File: src/hw/rtl/bcs_pkg.sv
// ----------------------------------------------------------------------------
// bcs_pkg
// Types and character codes shared by the block comment stripper.
// ----------------------------------------------------------------------------
package bcs_pkg;

  localparam logic [7:0] ChSlash  = 8'h2F;
  localparam logic [7:0] ChStar   = 8'h2A;
  localparam logic [7:0] ChSquote = 8'h27;
  localparam logic [7:0] ChDquote = 8'h22;
  localparam logic [7:0] ChBslash = 8'h5C;

  // Most results one input item can cause
  localparam int unsigned MaxResults = 3;
  // Output queue depth and its index / count widths
  localparam int unsigned QDepth = 4;
  localparam int unsigned QIdxW  = $clog2(QDepth);
  localparam int unsigned QCntW  = $clog2(QDepth + 1);

  typedef enum logic [2:0] {
    MODE_NORMAL  = 3'd0,
    MODE_SLASH   = 3'd1,
    MODE_OPEN0   = 3'd2,
    MODE_OPEN1   = 3'd3,
    MODE_COMMENT = 3'd4,
    MODE_QUOTE   = 3'd5,
    MODE_ESC     = 3'd6
  } scan_mode_e;

  typedef struct packed {
    logic [7:0] data;
    logic       byte_valid;
    logic       stream_end;
  } result_t;

endpackage

File: src/hw/rtl/block_comment_stripper.sv
// ----------------------------------------------------------------------------
// block_comment_stripper
// Copies a byte stream through and deletes slash-star block comments,
// leaving quoted literals (with backslash escapes) untouched.
//
// Input channel: in_valid_i / in_stall_o carry in_byte_i and in_last_i;
// in_last_i marks the final byte of a stream. Output channel:
// out_valid_o / out_stall_i carry out_byte_o, byte_valid_o and
// stream_end_o. An item is taken at an edge where valid is high and stall
// is low. One input item gives zero to three results; the last item of a
// stream always gives at least one, and a bare end marker (byte_valid_o
// low) stands in when nothing else is left to send.
// Results of an item are written to a registered queue and leave it in
// order. Throughput: one input item per cycle as long as the output keeps
// up; the four-entry result queue stalls the input while it holds more
// than one result, so items that expand to several bytes drain at one
// result per cycle. A stalled output holds its result and backs up into
// the queue. Reset empties the queue and returns the scanner to plain
// text; after the last item of a stream the scanner starts over as well.
// ----------------------------------------------------------------------------
module block_comment_stripper (
  input  logic       clk_i,
  input  logic       rst_ni,
  input  logic       in_valid_i,
  output logic       in_stall_o,
  input  logic [7:0] in_byte_i,
  input  logic       in_last_i,
  output logic       out_valid_o,
  input  logic       out_stall_i,
  output logic [7:0] out_byte_o,
  output logic       byte_valid_o,
  output logic       stream_end_o
);
  import bcs_pkg::*;

  scan_mode_e mode_q, mode_d;
  logic [7:0] held_q, held_d;
  logic       star_q, star_d;
  logic       dq_q, dq_d;

  result_t    slot [MaxResults];
  logic [1:0] n_res;

  result_t          fifo_q [QDepth];
  logic [QIdxW-1:0] wr_ptr_q, rd_ptr_q;
  logic [QCntW-1:0] cnt_q;

  logic in_acc, out_acc;
  logic [7:0] qc;

  assign in_stall_o = (cnt_q > QCntW'(QDepth - MaxResults));
  assign in_acc     = in_valid_i && !in_stall_o;
  assign out_valid_o = (cnt_q != '0);
  assign out_acc    = out_valid_o && !out_stall_i;

  assign out_byte_o   = fifo_q[rd_ptr_q].data;
  assign byte_valid_o = fifo_q[rd_ptr_q].byte_valid;
  assign stream_end_o = fifo_q[rd_ptr_q].stream_end;

  assign qc = dq_q ? ChDquote : ChSquote;

  // Scanner: next state and the results of the item at the input
  always_comb begin
    logic do_plain;
    mode_d   = mode_q;
    held_d   = held_q;
    star_d   = star_q;
    dq_d     = dq_q;
    n_res    = 2'd0;
    do_plain = 1'b0;
    for (int i = 0; i < MaxResults; i++) begin
      slot[i] = '{data: 8'h00, byte_valid: 1'b1, stream_end: 1'b0};
    end

    case (mode_q)
      MODE_SLASH: begin
        if (in_byte_i == ChStar) begin
          if (in_last_i) begin
            slot[0].data = ChSlash;
            slot[1].data = ChStar;
            n_res = 2'd2;
          end else begin
            mode_d = MODE_OPEN0;
          end
        end else begin
          slot[0].data = ChSlash;
          n_res    = 2'd1;
          do_plain = 1'b1;
        end
      end
      MODE_OPEN0: begin
        if (in_last_i) begin
          slot[0].data = ChSlash;
          slot[1].data = ChStar;
          slot[2].data = in_byte_i;
          n_res = 2'd3;
        end else begin
          held_d = in_byte_i;
          mode_d = MODE_OPEN1;
        end
      end
      MODE_OPEN1: begin
        if (held_q == ChSlash) begin
          do_plain = 1'b1;
        end else if (held_q == ChStar && in_byte_i == ChSlash) begin
          mode_d = MODE_NORMAL;
        end else begin
          mode_d = MODE_COMMENT;
          star_d = (in_byte_i == ChStar);
        end
        held_d = 8'h00;
      end
      MODE_COMMENT: begin
        if (star_q && in_byte_i == ChSlash) begin
          mode_d = MODE_NORMAL;
          star_d = 1'b0;
        end else begin
          star_d = (in_byte_i == ChStar);
        end
      end
      MODE_QUOTE: begin
        slot[0].data = in_byte_i;
        n_res = 2'd1;
        if (in_byte_i == ChBslash) begin
          mode_d = MODE_ESC;
        end else if (in_byte_i == qc) begin
          mode_d = MODE_NORMAL;
        end
      end
      MODE_ESC: begin
        slot[0].data = in_byte_i;
        n_res  = 2'd1;
        mode_d = MODE_QUOTE;
      end
      default: begin
        do_plain = 1'b1;
      end
    endcase

    // Plain text byte: hold a slash, open a literal on a quote
    if (do_plain) begin
      if (in_byte_i == ChSlash && !in_last_i) begin
        mode_d = MODE_SLASH;
      end else begin
        slot[n_res].data = in_byte_i;
        n_res  = n_res + 2'd1;
        mode_d = MODE_NORMAL;
        if (!in_last_i && (in_byte_i == ChSquote || in_byte_i == ChDquote)) begin
          dq_d   = (in_byte_i == ChDquote);
          mode_d = MODE_QUOTE;
        end
      end
    end

    // End of stream: flag the final result and start over
    if (in_last_i) begin
      if (n_res == 2'd0) begin
        slot[0] = '{data: 8'h00, byte_valid: 1'b0, stream_end: 1'b1};
        n_res   = 2'd1;
      end else begin
        slot[n_res - 2'd1].stream_end = 1'b1;
      end
      mode_d = MODE_NORMAL;
      held_d = 8'h00;
      star_d = 1'b0;
      dq_d   = 1'b0;
    end
  end

  always_ff @(posedge clk_i or negedge rst_ni) begin
    if (!rst_ni) begin
      mode_q <= MODE_NORMAL;
      held_q <= 8'h00;
      star_q <= 1'b0;
      dq_q   <= 1'b0;
    end else if (in_acc) begin
      mode_q <= mode_d;
      held_q <= held_d;
      star_q <= star_d;
      dq_q   <= dq_d;
    end
  end

  // Result queue: push up to three results, pop one per cycle unless the output stalls
  always_ff @(posedge clk_i) begin
    if (in_acc) begin
      for (int i = 0; i < MaxResults; i++) begin
        if (2'(i) < n_res) begin
          fifo_q[wr_ptr_q + QIdxW'(i)] <= slot[i];
        end
      end
    end
  end

  always_ff @(posedge clk_i or negedge rst_ni) begin
    if (!rst_ni) begin
      wr_ptr_q <= '0;
      rd_ptr_q <= '0;
      cnt_q    <= '0;
    end else begin
      if (in_acc) begin
        wr_ptr_q <= wr_ptr_q + QIdxW'(n_res);
      end
      if (out_acc) begin
        rd_ptr_q <= rd_ptr_q + 1'b1;
      end
      cnt_q <= cnt_q + (in_acc ? QCntW'(n_res) : '0) - QCntW'(out_acc);
    end
  end

`ifndef SYNTHESIS
  a_cnt_bound: assert property (@(posedge clk_i) disable iff (!rst_ni)
    cnt_q <= QCntW'(QDepth))
    else $error("result queue count out of range");

  a_room_on_accept: assert property (@(posedge clk_i) disable iff (!rst_ni)
    in_acc |-> cnt_q <= QCntW'(QDepth - MaxResults))
    else $error("item accepted without room for its results");

  a_bare_is_end: assert property (@(posedge clk_i) disable iff (!rst_ni)
    out_valid_o && !byte_valid_o |-> stream_end_o)
    else $error("bare result without end flag");

  a_restart: assert property (@(posedge clk_i) disable iff (!rst_ni)
    in_acc && in_last_i |=> mode_q == MODE_NORMAL && !star_q)
    else $error("scanner not restarted after stream end");
`endif

endmodule

File: config.mk
export PLATFORM = sky130hd
export DESIGN_NAME = block_comment_stripper
export DESIGN_NICKNAME = d
export VERILOG_FILES = /design/src/hw/rtl/bcs_pkg.sv /design/src/hw/rtl/block_comment_stripper.sv
export SDC_FILE = /design/constraint.sdc
export NUM_CORES = 1
export LEC_CHECK = 0
export BUFFER_PORTS_ARGS = -buffer_cell sky130_fd_sc_hd__buf_2
export CAP_MARGIN = 20
export CORE_UTILIZATION = 45
export DETAILED_ROUTE_END_ITERATION = 16
export SYNTH_ARGS = -nofsm -noshare
export SYNTH_HDL_FRONTEND = slang
export SYNTH_SLANG_ARGS = --single-unit
export TNS_END_PERCENT = 20
File: constraint.sdc
create_clock -name clk_i -period 3.61 [get_ports clk_i]
set_input_delay 0.361 -clock clk_i [delete_from_list [all_inputs] [get_ports clk_i]]
set_output_delay 0.361 -clock clk_i [all_outputs]
set_load 0.005 [all_outputs]
==> flow_summary.toml <==
[pwr]
power.density_nw_per_um2 = 878
p_total_mw = 3.81
p_leak_nw = 1.62
ir_drop_v = 0.000555

[logic_synthesis]
syn_inst = 350
yosysUniqueCellTypes = 71
synth_nets = 371
yosysTopAreaCell = "edfxtp_1"
yosysMostFrequentCell = "edfxtp_1"
syn_area_um2 = 3850
yosys-top-cells-area = "edfxtp_1 31%, dfrtp_1 13%, mux4_2 5.8%"
ys_top_cells_by_count = "40 x edfxtp_1, 35 x nand2_1, 20 x dfrtp_1, 20 x inv_1, 19 x o2bb2ai_1"
synth_top_area_share_pct = 31.2
synth_edf_count = 40
avgSynthCellArea_um2 = 11.0
ys.warnings.count = 0
ys.flop_type = "edfxtp_1"
synth_seq_cells = 60
ys_seq_area_share_pct = 44.2
async_flop_share_pct = 33.3

[timing]
fin_skew_ps = 11.2
setup_tns_ps = 0
setup_ws_ps = 315
hold_viol = 0
hold_slack_ps = 359
tightest_slew_ps = 933
drv_slew = 0
rsz0062_at_grt = "false"
fmax_mhz = 303
maxSlewHeadroom_pct = 37.4
period_share_pct = 91.3
setup_viol = 0
period_minus_slack_ps = 3300

[setup_path]
critical_path_required_ps = 3890
end_kind = "flop"
critPathMaxFanout = 11
critPathLaunchType = "flop"
crit_type = "reg -> reg"
critical_path_arrival_ps = 3580

[clock_network]
cts_made_buffers = 9
post_cts_resized = 0
cts-root-buf = "clkbuf_8"
cts_hold_buf = 1
cts_tree = "built"
post-cts-setup-buffers = 0
clock_tree.htree_level_count = 3
worstSkewPairLatency_ps = 350
clock_sinks = 60
clk_pin_slew_ps = 70
clock_path_buffers = 2

[die]
core_area_um2 = 8260
die_h_um = 94.5
num_rows = 33
ios = 25
die_x_um = 94.5
dieArea_um2 = 8930
start_util_pct = 46.6

[outcome]
status = "complete, no violations"

[detailed_routing]
drt-vias-per-instance = 6.15
dr.first_iter.drc_count = 206
routed_wl_mm = 9.55
final_antenna_net_count = 0
wl_per_cell_um = 19.5
post-route-drc-count = 0
dr_total_vias = 3008
drtPass1Iterations = 5

[placement]
io_buffers = 24
globalplace.congestion = 0.905
dpl_cell_area_um2 = 4100
dp_cells = 472
hpwl_mm = 6.90
pre_cts_ws_ps = 171

[global_route]
track_usage_pct = 23.4
antenna_found_initial = 0
overflow = 0
grt_start_max_net_pins = 21
grt_pass1_wl_mm = 15.4
grt_pass1_vias = 2817

[hold_path]
holdCritPathClass = "in -> reg"

[finish]
area_growth_pct = 12.7
fin_cells = 489
seq_area_um2 = 1700
nFillCells = 783
stdcell_area_um2 = 4340
multi_input_area_um2 = 1960
nets = 400
utilization_pct = 52.6
diodes = 0
drive_gt1_share_pct = 24.2

[flow_run]
maxCapViolations = 0
-- placed cells by master, fill, tap and decap left out, types with 3 or more instances in the layout --
cell type and n:
a21oi_1 12, a22o_1 9, and2_1 3, and3_1 3
buf_2 24, buf_4 14, bufinv_16 3, clkbuf_8 9
dfrtp_1 20, edfxtp_1 40, ha_1 7, inv_1 20
mux4_2 10, nand2_1 35, nand3_1 17, nand4_1 4
nor2_1 17, nor2b_1 4, nor3_1 4, nor3_2 3
o21ai_0 16, o21ai_2 4, o221ai_1 13, o2bb2ai_1 19
o31ai_1 3, xnor2_1 6, xor2_1 3
-- worst max-delay path, stage by stage, from the launching register on --
cell and delay (ps):
dfrtp_1 540, xor2_1 310, o31a_1 220, nand2_1 150
inv_1 90, ha_1 250, a311oi_2 320, nor2_2 70
nand2_1 110, nand2_1 80, nand2_1 70, ha_1 120
inv_1 40, ha_1 180, fa_1 370, xnor2_1 200
xnor2_1 140
-- cell type report --
type	instances	area share, %
clock inverters	6	2.36
multi-input cells	248	45.2
clock buffers	10	2.94
repair buffers	39	5.42
flip-flops and latches	60	39.2
well taps	105	3.03
inverters	21	1.84
-- final timing paths --
check                       startpoint     endpoint  slack, ps  depth (start not counted)
setup reg to reg             mode_q[0]     cnt_q[2]        310                         16
min in group asynchronous       rst_ni    held_q[6]        540                          2
hold / removal             out_stall_i  rd_ptr_q[0]        360                          3
setup / recovery             mode_q[0]     cnt_q[2]        310                         16
max in group asynchronous       rst_ni    held_q[4]       2700                          2
hold reg to reg               cnt_q[0]     cnt_q[0]        500                          1
-- cell families (layout without fill, tap and decap cells) --
group / after synthesis / in the layout / share of synthesized area [%]
muxes: 13 / 13 / 6.66
adders and majority gates: 8 / 8 / 2.79
and+or+nand+nor: 115 / 115 / 17.8
buffers and inverters: 42 / 76 / 4.84
AOI/OAI and AO/OA: 103 / 103 / 21.6
DFF: 60 / 60 / 44.2
xor gates and xnor gates: 9 / 9 / 2.05
-- report_power, final --
| group | switching [mW] | leakage [nW] | internal (mW) | total (mW) |
|---|---|---|---|---|
| logic | 1.08 | 0.888 | 0.787 | 1.87 |
| registers | 0.188 | 0.617 | 1.03 | 1.22 |
| clock network | 0.268 | 0.115 | 0.453 | 0.720 |
| total | 1.54 | 1.62 | 2.27 | 3.81 |
-- flip-flops by register name, summed over array words and instances (netlist names) --
name and flops:
wr_ptr_q 2, dq_q 1, mode_q 3, fifo_q 40
rd_ptr_q 2, held_q 8, cnt_q 3, star_q 1
-- per-layer routing --
metal  vias up  track usage [%]  share of wire (%)
met3        14             5.23                6.0
met4         0             6.69                1.2
met5         -                0                  0
met2       103             36.6                 47
met1      1479             32.5                 46
li1       1412                -                  -
(Power assumes the default switching activity.)
